### src/rtl/gfdd_pkg.sv
`default_nettype none
// ----------------------------------------------------------------------------
// gfdd_pkg: shared definitions for the gyro flick classifier
// Register indexes, reset values, field widths and the configuration bundle.
// ----------------------------------------------------------------------------
package gfdd_pkg;

   localparam int SAMPLE_BITS_DEF = 16;

   localparam int THRESH_W    = 16;
   localparam int THRESH_SQ_W = 2 * THRESH_W;
   localparam int AXIS_W      = 15;
   localparam int COUNT_W     = 8;
   localparam int QUIET_W     = 4;
   localparam int PROD_W      = AXIS_W + COUNT_W;

   localparam int CSR_IDX_W  = 3;
   localparam int CSR_DATA_W = 16;

   // Register indexes.
   localparam logic [CSR_IDX_W-1:0] CSR_START_THRESH = 3'd0;
   localparam logic [CSR_IDX_W-1:0] CSR_END_THRESH   = 3'd1;
   localparam logic [CSR_IDX_W-1:0] CSR_AXIS_THRESH  = 3'd2;
   localparam logic [CSR_IDX_W-1:0] CSR_MIN_BURST    = 3'd3;
   localparam logic [CSR_IDX_W-1:0] CSR_MAX_BURST    = 3'd4;
   localparam logic [CSR_IDX_W-1:0] CSR_QUIET_NEEDED = 3'd5;

   // Reset values; thresholds are kept squared.
   localparam logic [THRESH_SQ_W-1:0] START_SQ_RST     = 32'd774400; // 880 squared
   localparam logic [THRESH_SQ_W-1:0] END_SQ_RST       = 32'd102400; // 320 squared
   localparam logic [AXIS_W-1:0]      AXIS_THRESH_RST  = 15'd240;
   localparam logic [COUNT_W-1:0]     MIN_BURST_RST    = 8'd5;
   localparam logic [COUNT_W-1:0]     MAX_BURST_RST    = 8'd60;
   localparam logic [QUIET_W-1:0]     QUIET_NEEDED_RST = 4'd3;

   localparam logic [COUNT_W-1:0] COUNT_MAX = 8'd255;
   localparam logic [QUIET_W-1:0] QUIET_MAX = 4'd15;

   typedef struct packed {
      logic [THRESH_SQ_W-1:0] start_sq;
      logic [THRESH_SQ_W-1:0] end_sq;
      logic [AXIS_W-1:0]      axis_thresh;
      logic [COUNT_W-1:0]     min_burst;
      logic [COUNT_W-1:0]     max_burst;
      logic [QUIET_W-1:0]     quiet_needed;
   } gfdd_cfg_type;

endpackage
`default_nettype wire

### src/rtl/gfdd_ifs.sv
`default_nettype none
// ----------------------------------------------------------------------------
// gfdd_ifs: channel interfaces of the gyro flick classifier
// Sample request channel, symbol response channel and register write channel.
// ----------------------------------------------------------------------------
interface gfdd_req_if
   import gfdd_pkg::*;
#(
   parameter int SAMPLE_BITS = SAMPLE_BITS_DEF
) ();
   logic                          valid;
   logic                          ready;
   logic signed [SAMPLE_BITS-1:0] rate_x;
   logic signed [SAMPLE_BITS-1:0] rate_y;
   logic signed [SAMPLE_BITS-1:0] rate_z;

   modport source (output valid, output rate_x, output rate_y, output rate_z, input ready);
   modport sink   (input valid, input rate_x, input rate_y, input rate_z, output ready);
endinterface

interface gfdd_rsp_if;
   logic valid;
   logic ready;
   logic symbol;

   modport source (output valid, output symbol, input ready);
   modport sink   (input valid, input symbol, output ready);
endinterface

interface gfdd_csr_if
   import gfdd_pkg::*;
();
   logic                  valid;
   logic                  ready;
   logic [CSR_IDX_W-1:0]  index;
   logic [CSR_DATA_W-1:0] data;

   modport source (output valid, output index, output data, input ready);
   modport sink   (input valid, input index, input data, output ready);
endinterface
`default_nettype wire

### src/rtl/gfdd_csr.sv
`default_nettype none
// ----------------------------------------------------------------------------
// gfdd_csr: configuration registers
// Holds the six settings; the two magnitude thresholds are stored squared.
// ----------------------------------------------------------------------------
module gfdd_csr
   import gfdd_pkg::*;
(
   input  wire logic   clock,
   input  wire logic   reset,
   gfdd_csr_if.sink    csr_chan,
   output gfdd_cfg_type cfg
);

   gfdd_cfg_type cfg_ff, cfg_in;
   logic [THRESH_SQ_W-1:0] data_sq;

   assign csr_chan.ready = 1'b1;
   assign data_sq = THRESH_SQ_W'(csr_chan.data) * THRESH_SQ_W'(csr_chan.data);

   always_comb begin
      cfg_in = cfg_ff;
      if (csr_chan.valid) begin
         unique case (csr_chan.index)
            CSR_START_THRESH: cfg_in.start_sq     = data_sq;
            CSR_END_THRESH:   cfg_in.end_sq       = data_sq;
            CSR_AXIS_THRESH:  cfg_in.axis_thresh  = csr_chan.data[AXIS_W-1:0];
            CSR_MIN_BURST:    cfg_in.min_burst    = csr_chan.data[COUNT_W-1:0];
            CSR_MAX_BURST:    cfg_in.max_burst    = csr_chan.data[COUNT_W-1:0];
            CSR_QUIET_NEEDED: cfg_in.quiet_needed = csr_chan.data[QUIET_W-1:0];
            default:          cfg_in = cfg_ff;
         endcase
      end
   end

   always_ff @(posedge clock) begin
      if (reset) begin
         cfg_ff.start_sq     <= START_SQ_RST;
         cfg_ff.end_sq       <= END_SQ_RST;
         cfg_ff.axis_thresh  <= AXIS_THRESH_RST;
         cfg_ff.min_burst    <= MIN_BURST_RST;
         cfg_ff.max_burst    <= MAX_BURST_RST;
         cfg_ff.quiet_needed <= QUIET_NEEDED_RST;
      end else begin
         cfg_ff <= cfg_in;
      end
   end

   assign cfg = cfg_ff;

endmodule
`default_nettype wire

### src/rtl/gfdd_mag.sv
`default_nettype none
// ----------------------------------------------------------------------------
// gfdd_mag: squared-magnitude stage
// Registers the sum of the three squared rates along with the Z rate.
// ----------------------------------------------------------------------------
module gfdd_mag
   import gfdd_pkg::*;
#(
   parameter int SAMPLE_BITS = SAMPLE_BITS_DEF
) (
   input  wire logic                          clock,
   input  wire logic                          reset,
   input  wire logic                          en,
   input  wire logic                          in_valid,
   input  wire logic signed [SAMPLE_BITS-1:0] rate_x,
   input  wire logic signed [SAMPLE_BITS-1:0] rate_y,
   input  wire logic signed [SAMPLE_BITS-1:0] rate_z,
   output logic                               out_valid,
   output logic [2*SAMPLE_BITS+1:0]           mag2,
   output logic signed [SAMPLE_BITS-1:0]      out_rate_z
);

   localparam int SQ_W  = 2 * SAMPLE_BITS;
   localparam int MAG_W = SQ_W + 2;

   logic signed [SQ_W-1:0] sq_x, sq_y, sq_z;
   logic [MAG_W-1:0] mag2_in, mag2_ff;
   logic signed [SAMPLE_BITS-1:0] rate_z_ff;
   logic valid_ff, valid_in;

   assign sq_x = rate_x * rate_x;
   assign sq_y = rate_y * rate_y;
   assign sq_z = rate_z * rate_z;
   // Squares are never negative, so they extend with zeros.
   assign mag2_in = MAG_W'(unsigned'(sq_x)) + MAG_W'(unsigned'(sq_y))
                  + MAG_W'(unsigned'(sq_z));
   assign valid_in = en ? in_valid : valid_ff;

   always_ff @(posedge clock) begin
      if (reset) begin
         valid_ff <= 1'b0;
      end else begin
         valid_ff <= valid_in;
      end
   end

   always_ff @(posedge clock) begin
      if (en) begin
         mag2_ff   <= mag2_in;
         rate_z_ff <= rate_z;
      end
   end

   assign out_valid  = valid_ff;
   assign mag2       = mag2_ff;
   assign out_rate_z = rate_z_ff;

endmodule
`default_nettype wire

### src/rtl/gfdd_burst.sv
`default_nettype none
// ----------------------------------------------------------------------------
// gfdd_burst: burst tracker and symbol decision
// Keeps the burst state and drives the response register.
// ----------------------------------------------------------------------------
module gfdd_burst
   import gfdd_pkg::*;
#(
   parameter int SAMPLE_BITS = SAMPLE_BITS_DEF
) (
   input  wire logic                          clock,
   input  wire logic                          reset,
   input  wire logic                          en,
   input  wire logic                          in_valid,
   input  wire logic [2*SAMPLE_BITS+1:0]      mag2,
   input  wire logic signed [SAMPLE_BITS-1:0] rate_z,
   input  wire gfdd_cfg_type                  cfg,
   output logic                               rsp_valid,
   output logic                               rsp_symbol
);

   localparam int SUM_W = SAMPLE_BITS + 8;
   localparam int MAG_W = 2 * SAMPLE_BITS + 2;
   localparam int CMP_W = (MAG_W > THRESH_SQ_W) ? MAG_W : THRESH_SQ_W;
   localparam int ABS_W = (SUM_W > PROD_W) ? SUM_W : PROD_W;

   logic                     in_burst_ff, in_burst_in;
   logic signed [SUM_W-1:0]  sum_ff, sum_in;
   logic [COUNT_W-1:0]       count_ff, count_in;
   logic [QUIET_W-1:0]       quiet_ff, quiet_in;
   logic                     rsp_valid_ff, rsp_valid_in;
   logic                     symbol_ff, symbol_in;

   logic                     start_hit, is_quiet, close, pass, emit;
   logic signed [SUM_W-1:0]  z_ext, sum_new;
   logic [SUM_W-1:0]         sum_abs;
   logic [COUNT_W-1:0]       count_new;
   logic [QUIET_W-1:0]       quiet_new;
   logic [PROD_W-1:0]        prod;

   assign start_hit = CMP_W'(mag2) > CMP_W'(cfg.start_sq);
   assign is_quiet  = CMP_W'(mag2) < CMP_W'(cfg.end_sq);

   assign z_ext     = {{(SUM_W-SAMPLE_BITS){rate_z[SAMPLE_BITS-1]}}, rate_z};
   assign sum_new   = sum_ff + z_ext;
   assign sum_abs   = sum_new[SUM_W-1] ? unsigned'(-sum_new) : unsigned'(sum_new);
   assign count_new = (count_ff == COUNT_MAX) ? count_ff : count_ff + COUNT_W'(1);
   assign quiet_new = !is_quiet ? '0 :
                      ((quiet_ff == QUIET_MAX) ? quiet_ff : quiet_ff + QUIET_W'(1));
   assign prod      = PROD_W'(cfg.axis_thresh) * PROD_W'(count_new);

   assign close = (quiet_new >= cfg.quiet_needed) || (count_new >= cfg.max_burst);
   assign pass  = (count_new >= cfg.min_burst) && (ABS_W'(sum_abs) > ABS_W'(prod));

   always_comb begin
      in_burst_in = in_burst_ff;
      sum_in      = sum_ff;
      count_in    = count_ff;
      quiet_in    = quiet_ff;
      emit        = 1'b0;
      if (en && in_valid) begin
         if (!in_burst_ff) begin
            if (start_hit) begin
               in_burst_in = 1'b1;
               sum_in      = z_ext;
               count_in    = COUNT_W'(1);
               quiet_in    = '0;
            end
         end else if (close) begin
            in_burst_in = 1'b0;
            sum_in      = '0;
            count_in    = '0;
            quiet_in    = '0;
            emit        = pass;
         end else begin
            sum_in   = sum_new;
            count_in = count_new;
            quiet_in = quiet_new;
         end
      end
   end

   // A passing burst has a nonzero sum, so the sign bit alone picks the symbol.
   assign rsp_valid_in = en ? emit : rsp_valid_ff;
   assign symbol_in    = emit ? !sum_new[SUM_W-1] : symbol_ff;

   always_ff @(posedge clock) begin
      if (reset) begin
         in_burst_ff  <= 1'b0;
         sum_ff       <= '0;
         count_ff     <= '0;
         quiet_ff     <= '0;
         rsp_valid_ff <= 1'b0;
      end else begin
         in_burst_ff  <= in_burst_in;
         sum_ff       <= sum_in;
         count_ff     <= count_in;
         quiet_ff     <= quiet_in;
         rsp_valid_ff <= rsp_valid_in;
      end
   end

   always_ff @(posedge clock) begin
      symbol_ff <= symbol_in;
   end

   assign rsp_valid  = rsp_valid_ff;
   assign rsp_symbol = symbol_ff;

`ifndef SYNTHESIS
   a_count_tracks_burst: assert property (@(posedge clock) disable iff (reset)
      in_burst_ff == (count_ff != '0))
      else $error("sample count disagrees with burst state");

   a_idle_is_clear: assert property (@(posedge clock) disable iff (reset)
      !in_burst_ff |-> (sum_ff == '0) && (quiet_ff == '0))
      else $error("burst state not cleared while idle");

   a_symbol_ends_burst: assert property (@(posedge clock) disable iff (reset)
      $rose(rsp_valid_ff) |-> $past(in_burst_ff) && !in_burst_ff)
      else $error("symbol issued without closing a burst");
`endif

endmodule
`default_nettype wire

### src/rtl/gyro_flick_dot_dash_classifier.sv
`default_nettype none
// ----------------------------------------------------------------------------
// gyro_flick_dot_dash_classifier: gyro flick to dot/dash symbol detector
// Opens a burst on a strong rotation, sums its Z rate and, when a long enough
// burst ends with enough average Z rate, reports a dot or a dash.
// ----------------------------------------------------------------------------
//
//   channel   | direction | handshake     | payload
//   ----------+-----------+---------------+-----------------------------------
//   req_chan  | in        | valid / ready | rate_x, rate_y, rate_z (signed)
//   rsp_chan  | out       | valid / ready | symbol (0 dot, 1 dash)
//   csr_chan  | in        | valid / ready | index, data (register write)
//
// A request is taken every cycle while the response register is free or being
// taken; the request that closes a burst passes the magnitude register, then
// its symbol is set in the response register. Throughput is one request per
// cycle. When a symbol waits untaken, the two-stage pipeline freezes and req
// ready drops until it is taken. Register writes are always ready and take
// effect on the next cycle. Synchronous reset idles the burst tracker,
// empties the pipeline and restores the register defaults.
//
module gyro_flick_dot_dash_classifier
   import gfdd_pkg::*;
#(
   parameter int SAMPLE_BITS = SAMPLE_BITS_DEF
) (
   input  wire logic clock,
   input  wire logic reset,
   gfdd_req_if.sink   req_chan,
   gfdd_rsp_if.source rsp_chan,
   gfdd_csr_if.sink   csr_chan
);

   // Pipeline advance: the response register is empty or its symbol is taken.
   logic en;
   logic rsp_valid;
   logic rsp_symbol;
   gfdd_cfg_type cfg;

   logic                          s1_valid;
   logic [2*SAMPLE_BITS+1:0]      s1_mag2;
   logic signed [SAMPLE_BITS-1:0] s1_rate_z;

   assign en             = !rsp_valid || rsp_chan.ready;
   assign req_chan.ready = en;
   assign rsp_chan.valid = rsp_valid;
   assign rsp_chan.symbol = rsp_symbol;

   // Register file; the two magnitude thresholds are squared as they are written.
   gfdd_csr u_csr (
      .clock    (clock),
      .reset    (reset),
      .csr_chan (csr_chan),
      .cfg      (cfg)
   );

   // First stage: squared magnitude of the accepted sample.
   gfdd_mag #(
      .SAMPLE_BITS (SAMPLE_BITS)
   ) u_mag (
      .clock      (clock),
      .reset      (reset),
      .en         (en),
      .in_valid   (req_chan.valid),
      .rate_x     (req_chan.rate_x),
      .rate_y     (req_chan.rate_y),
      .rate_z     (req_chan.rate_z),
      .out_valid  (s1_valid),
      .mag2       (s1_mag2),
      .out_rate_z (s1_rate_z)
   );

   // Second stage: burst tracking, the closing test and the response register.
   gfdd_burst #(
      .SAMPLE_BITS (SAMPLE_BITS)
   ) u_burst (
      .clock      (clock),
      .reset      (reset),
      .en         (en),
      .in_valid   (s1_valid),
      .mag2       (s1_mag2),
      .rate_z     (s1_rate_z),
      .cfg        (cfg),
      .rsp_valid  (rsp_valid),
      .rsp_symbol (rsp_symbol)
   );

endmodule
`default_nettype wire
### src/flat_wrapper.sv
// flat-port wrapper written by rule: the top's interface ports become plain ports
module gyro_flick_dot_dash_classifier_flat import gfdd_pkg::*;
#(
   parameter int SAMPLE_BITS = SAMPLE_BITS_DEF
)
  (clock, reset, req_chan_valid, req_chan_rate_x, req_chan_rate_y, req_chan_rate_z, req_chan_ready, rsp_chan_valid, rsp_chan_symbol, rsp_chan_ready, csr_chan_valid, csr_chan_index, csr_chan_data, csr_chan_ready);
  gfdd_req_if #(.SAMPLE_BITS(SAMPLE_BITS)) req_chan_i ();
  gfdd_rsp_if rsp_chan_i ();
  gfdd_csr_if csr_chan_i ();
  input  wire logic clock;
  input  wire logic reset;
  input wire logic [$bits(req_chan_i.valid)-1:0] req_chan_valid;
  input wire logic [$bits(req_chan_i.rate_x)-1:0] req_chan_rate_x;
  input wire logic [$bits(req_chan_i.rate_y)-1:0] req_chan_rate_y;
  input wire logic [$bits(req_chan_i.rate_z)-1:0] req_chan_rate_z;
  output wire logic [$bits(req_chan_i.ready)-1:0] req_chan_ready;
  output wire logic [$bits(rsp_chan_i.valid)-1:0] rsp_chan_valid;
  output wire logic [$bits(rsp_chan_i.symbol)-1:0] rsp_chan_symbol;
  input wire logic [$bits(rsp_chan_i.ready)-1:0] rsp_chan_ready;
  input wire logic [$bits(csr_chan_i.valid)-1:0] csr_chan_valid;
  input wire logic [$bits(csr_chan_i.index)-1:0] csr_chan_index;
  input wire logic [$bits(csr_chan_i.data)-1:0] csr_chan_data;
  output wire logic [$bits(csr_chan_i.ready)-1:0] csr_chan_ready;
  assign req_chan_i.valid = req_chan_valid;
  assign req_chan_i.rate_x = req_chan_rate_x;
  assign req_chan_i.rate_y = req_chan_rate_y;
  assign req_chan_i.rate_z = req_chan_rate_z;
  assign req_chan_ready = req_chan_i.ready;
  assign rsp_chan_valid = rsp_chan_i.valid;
  assign rsp_chan_symbol = rsp_chan_i.symbol;
  assign rsp_chan_i.ready = rsp_chan_ready;
  assign csr_chan_i.valid = csr_chan_valid;
  assign csr_chan_i.index = csr_chan_index;
  assign csr_chan_i.data = csr_chan_data;
  assign csr_chan_ready = csr_chan_i.ready;
  gyro_flick_dot_dash_classifier #(.SAMPLE_BITS(SAMPLE_BITS)) u_core (.clock(clock), .reset(reset), .req_chan(req_chan_i), .rsp_chan(rsp_chan_i), .csr_chan(csr_chan_i));
endmodule
### config.mk
export PLATFORM = sky130hd
export DESIGN_NAME = gyro_flick_dot_dash_classifier_flat
export DESIGN_NICKNAME = d
export VERILOG_FILES = /design/src/rtl/gfdd_pkg.sv /design/src/rtl/gfdd_ifs.sv /design/src/rtl/gfdd_csr.sv /design/src/rtl/gfdd_mag.sv /design/src/rtl/gfdd_burst.sv /design/src/rtl/gyro_flick_dot_dash_classifier.sv /design/src/flat_wrapper.sv
export SDC_FILE = /design/constraint.sdc
export NUM_CORES = 2
export LEC_CHECK = 0
export ABC_CLOCK_PERIOD_IN_PS = 13400
export BUFFER_PORTS_ARGS = -buffer_cell sky130_fd_sc_hd__buf_2
export CAP_MARGIN = 20
export CORE_ASPECT_RATIO = 1.4
export CORE_UTILIZATION = 50
export DETAILED_ROUTE_END_ITERATION = 8
export GPL_TIMING_DRIVEN = 0
export PLACE_DENSITY = 0.69
export SLEW_MARGIN = 20
export SYNTH_ARGS = -nofsm -noshare
export SYNTH_HDL_FRONTEND = slang
export SYNTH_SLANG_ARGS = --single-unit
### constraint.sdc
create_clock -name clock -period 13.4 [get_ports clock]
set_clock_uncertainty 0.15 [all_clocks]
set_input_delay 1.34 -clock clock [delete_from_list [all_inputs] [get_ports clock]]
set_output_delay 1.34 -clock clock [all_outputs]
set_load 0.02 [all_outputs]
# Yosys cells after proc, flatten, opt, wreduce, memory -nomap -nowiden
# Cells that the tools add are included.
# totals
regBits,189
latch_bits,0
ram_bits,0
mem_bits_ro,0
inputBits,72
elab_cells,73
memories,0
# classes
addsub,6
mul,5
n_div,0
order_cmp,6
eq_ne,7
shift,0
mux,19
bitwise,0
n_reduce_logical,15
# ops
op,n
16-bit by 16-bit multiplier with 32-bit output,4
24-bit two-way mux,4
33-bit by 32-bit adder with 34-bit output,1
34-bit by 32-bit > comparator with 1-bit output,1
34-bit by 32-bit less-than comparator with 1-bit output,1
32-bit by 32-bit adder with 33-bit output,1
8-bit two-way mux,4
24-bit by 16-bit adder with 24-bit output,1
24-bit by 23-bit > comparator with 1-bit output,1
24-bit negator,1
15-bit by 8-bit multiplier with 23-bit output,1
4-bit two-way mux,5
8-bit >= comparator,2
2-bit AND reduction,7
8-bit by 1-bit adder with 8-bit output (second input constant),1
8-bit == test (second input constant),1
3-bit by 2-bit == test with 1-bit output (second input constant),2
3-bit == test (second input constant),2
1-bit two-way mux,6
4-bit by 1-bit adder with 4-bit output (second input constant),1
4-bit == test (second input constant),1
4-bit >= comparator,1
3-bit by 1-bit == test with 1-bit output (second input constant),1
3-bit logical NOT,1
4 further kinds,7

# Logic depth before layout (Yosys ltp)
# depth
word_depth,8
ltp_mapped,36
ltp_nobuf,34

# Modules after synthesis
# Synthesis repeated with hierarchy kept, for this count alone.
# unflattened
hier_cells,5866
area_unflattened_um2,51896.0
# modules_own_cells
module,instances,cells_per_inst,area_per_inst_um2
gfdd_mag,1,3285,30580.6
gfdd_csr,1,1307,11125.7
gfdd_burst,1,1273,10183.5
gyro_flick_dot_dash_classifier,1,1,6.3

# Worst setup path after synthesis
# Ideal clock, no wire load.
# synth_path
kind,in2reg
from,input port req_chan_rate_z[15]
to,"register u_core.u_mag.mag2_ff[32], in the netlist u_core.u_mag.mag2[32], data pin"
t_arrival_ns,9.448
path_slack_ns,3.536
path_stages,34
path_buffers,2
path_cell_list,clkbuf_1 -> inv_1 -> clkbuf_1 -> nor2_1 -> fa_1 -> inv_1 -> fa_1 -> inv_1 -> fa_1 -> fa_1 -> fa_1 -> inv_1 -> fa_1 -> inv_1 -> ha_1 -> a21oi_1 -> o21ai_0 -> a2111o_1 -> o311ai_1 -> nand2b_1 -> a21oi_1 -> xor2_1 -> fa_1 -> inv_1 -> ha_1 -> a21o_1 -> a21o_1 -> a21o_1 -> a2111oi_0 -> nor3_1 -> a41oi_1 -> o21ai_0 -> o41ai_1 -> xnor2_1
# synth_between
elab_chain_len,2
# synth_rtl
element,line,source
start: declaration,flat_wrapper.sv:15,input wire logic [$bits(req_chan_i.rate_z)-1:0] req_chan_rate_z;
16-bit by 16-bit multiplier with 32-bit output,gfdd_mag.sv:33,assign sq_z = rate_z * rate_z;
33-bit by 32-bit adder with 34-bit output,gfdd_mag.sv:36,+ MAG_W'(unsigned'(sq_z));
via u_core.u_mag.mag2_in[32],gfdd_mag.sv:27,"logic [MAG_W-1:0] mag2_in, mag2_ff;"
end signal: assignment,gfdd_mag.sv:49,mag2_ff <= mag2_in;
end: declaration,gfdd_mag.sv:27,
# The timed path passes the listed nets, and every way through them passes these cells.
# A chain may end at the register's enable or synchronous reset.

# Worst setup path after layout
# layout_path
from,input port req_chan_rate_z[5]
to,"register u_core.u_mag.mag2_ff[32], in the netlist u_core.u_mag.mag2[32], data pin"
# The elaborated chain is that of the path after synthesis.

==> impl_metrics.csv <==
group,metric,value,unit
status,status,"completed",
yosys,yosysMostFrequentCell,"inv_1",
sta,setup_ws,2410,ps
sta,finalHoldViolCount,0,
worst_setup_path,crit_slowest_cell,"clkbuf_1",
yosys,yosysSeqAreaShare,0.0834,
sta,final.setup.tns,0,ps
sta,setup_violations,0,
global_route,grt_pass1_vias,41781,
yosys,synth_area_leaders,"fa_1 39%, ha_1 14%, inv_1 11%",
placed_design,place_ws,1960,ps
placed_design,portBuffers,69,
layout,final_nets,7471,
job,max-cap-violations,0,
global_route,grt_max_degree,55,
clock_network,cts_tree,"yes",
global_route,grt_pass1_wl,217,mm
sta,finalCritPeriodShare,0.820,
routing,wl_per_cell,18.5,microns
placed_design,place_congestion,0.964,
clock_network,clk_pin_slew,80,ps
sta,max_freq,91.0,MHz
sta,grt_setup_unrepaired,"false",
clock_network,cts_root_buf,"clkbuf_16",
clock_network,ctsResizeCount,0,
yosys,ys_seq_elements,187,
die,dieWidth,272,microns
routing,drt_pass1_iterations,6,
layout,area.growth.synth_to_final,5.14,%
worst_setup_path,crit_arrival,11030,ps
routing,drt_iter0_drc,1778,
routing,drtAntennaViolNets,0,
global_route,antenna_found_initial,12,
worst_setup_path,cp_slowest_stage_delay,630,ps
die,fp.dieH,380,microns
routing,drc_errors,0,
clock_network,cts_max_level,4,
worst_setup_path,crit_type,"input pin to flip-flop",
routing,routed_wl,133,mm
worst_setup_path,cpMostUsedCell,"fa_1",
layout,fin_util,0.530,
global_route,grt_util_all_layers,0.268,
clock_network,cts_hold_buf,0,
die,start_util,0.504,
sta,fin_crit,10990,ps
layout,multi_input_area,40700,sq um
worst_setup_path,cp_data_required_time,13440,ps
die,num_rows,138,
die,core,101000,sq um
yosys,async_flop_share,0,
yosys,synth_fp_nets,7383,
clock_network,clkLatencyLatePin,470,ps
clock_network,clockBufferDepth,2,
yosys,ys.warnings.count,0,
yosys,yosysTopAreaCellShare,0.389,
routing,viasPerCell,5.38,
sta,worstMarginPinSlew,974,ps
global_route,grt-ovfl-total,0,
yosys,netlist.top_cell.by_area,"fa_1",
sta,timing.slew.headroom,0.350,
yosys,synth_enable_flop_cells,51,
die,die_area,103000,sq um
layout,seq_area,4250,sq um
yosys,netlist_area,51000,sq um
placed_design,placed_area,53000,sq um
sta,drv_slew,0,
worst_hold_path,hp-class,"flip-flop to flip-flop",
yosys,ys_top_cells_by_count,"1,458 x inv_1, 991 x fa_1, 555 x ha_1",
yosys,synth.distinct_cells,92,
die,design.portCount,76,
worst_setup_path,cp-end-kind,"flip-flop",
clock_network,clock_sinks,187,
yosys,syn_avg_cell_area,8.85,sq um
worst_setup_path,cp_max_fo,10,
layout,drive_gt1_frac,0.0257,
layout,fill_cells,9455,
layout,final_area,53700,sq um
worst_setup_path,start_kind,"input pin",
yosys,syn_inst,5765,
placed_design,hpwl,116,mm
yosys,ys.flop_type,"dfxtp_1",
clock_network,numCtsBuffers,17,
routing,routed-via-count,38702,
clock_network,postCtsSetupBuffers,0,
==> layer usage <==
layer	global-route usage	up-vias	part of all wire
li1	-	17940	-
met1	0.291	19385	0.36
met2	0.507	1002	0.53
met3	0.0285	361	0.044
met4	0.142	14	0.063
met5	0	-	0.00069
==> cells in the final DEF, fill, tap and decap left out, types with 12 or more instances in the layout <==
| cell type | n |
|---|---|
| inv_1 | 1457 |
| fa_1 | 991 |
| ha_1 | 555 |
| nand2_1 | 544 |
| and2_1 | 273 |
| nor2_1 | 249 |
| a21oi_1 | 232 |
| xnor2_1 | 152 |
| clkbuf_1 | 148 |
| dfxtp_1 | 136 |
| o21ai_0 | 110 |
| a21o_1 | 91 |
| xor2_1 | 84 |
| nand3_1 | 73 |
| buf_2 | 72 |
| nor3_1 | 57 |
| edfxtp_1 | 51 |
| nand2b_1 | 47 |
| nor2b_1 | 39 |
| o211ai_1 | 35 |
| and3_1 | 34 |
| o21a_1 | 34 |
| a211oi_1 | 30 |
| a31oi_1 | 28 |
| nand4_1 | 23 |
| or3_1 | 21 |
| o21bai_1 | 20 |
| o31ai_1 | 20 |
| clkbuf_16 | 18 |
| or2_2 | 16 |
| o21ai_1 | 12 |
| mux2i_1 | 12 |
| a2111oi_0 | 12 |
| a311oi_1 | 12 |
==> logic make-up (layout without fill, tap and decap cells) <==
family	count (synthesis)	in the layout	share of synthesized area
flip-flops	187	187	0.0834
adder cells (fa/ha/maj)	1546	1546	0.525
buffers and inverters	1622	1723	0.119
XOR/XNOR	237	237	0.0408
other	1	2	0.0000735
AO/OA/AOI/OAI	730	730	0.0934
AND/OR/NAND/NOR	1427	1427	0.135
multiplexers	15	15	0.00302
==> through the flow <==
stage                     instances  hold WS, ps
after floorplan                5765          282
after global placement         7164          291
after detailed placement       7164          298
after CTS                      7196          308
after global routing           7196          324
final                          7197          306
==> flip-flops by register name (all words and copies together) (netlist names) <==
signal / flops
u_core.u_mag.mag2: 34
u_core.u_burst.in_burst_ff: 1
u_core.u_csr.cfg: 97
u_core.u_burst.count_ff: 8
u_core.u_mag.out_valid: 1
u_core.u_burst.rsp_symbol: 1
u_core.u_burst.sum_ff: 24
u_core.u_mag.out_rate_z: 16
u_core.u_burst.rsp_valid: 1
u_core.u_burst.quiet_ff: 4
==> critical path: cells and delay by family <==
kind,cells,cell delay [ps]
adder cells (fa/ha/maj),9,4110
AO/OA/AOI/OAI,12,3090
buffers and inverters,9,1610
XOR/XNOR,2,500
AND/OR/NAND/NOR,3,370
==> final timing paths <==
| path | start | end | slack, ps | cells after the start |
|---|---|---|---|---|
| min reg2reg | u_core.u_burst.count_ff[6] | u_core.u_burst.count_ff[6] | 310 | 2 |
| min | u_core.u_burst.count_ff[6] | u_core.u_burst.count_ff[6] | 310 | 2 |
| max reg2reg | u_core.u_burst.count_ff[0] | u_core.u_burst.rsp_valid | 4190 | 30 |
| max | req_chan_rate_z[5] | u_core.u_mag.mag2[32] | 2410 | 35 |
==> layout make-up <==
class	count	share of cell area
multi-input cells	3956	0.758
inverters	1460	0.102
flip-flops and latches	187	0.0793
well taps	1330	0.0310
plain buffers	162	0.0115
clock buffers	19	0.00847
repair buffers	69	0.00644
clock inverters	13	0.00289
diodes	1	0.0000466
Power is not shown: default switching activity piles up to over one toggle a cycle in this logic, so the estimate is an artifact.
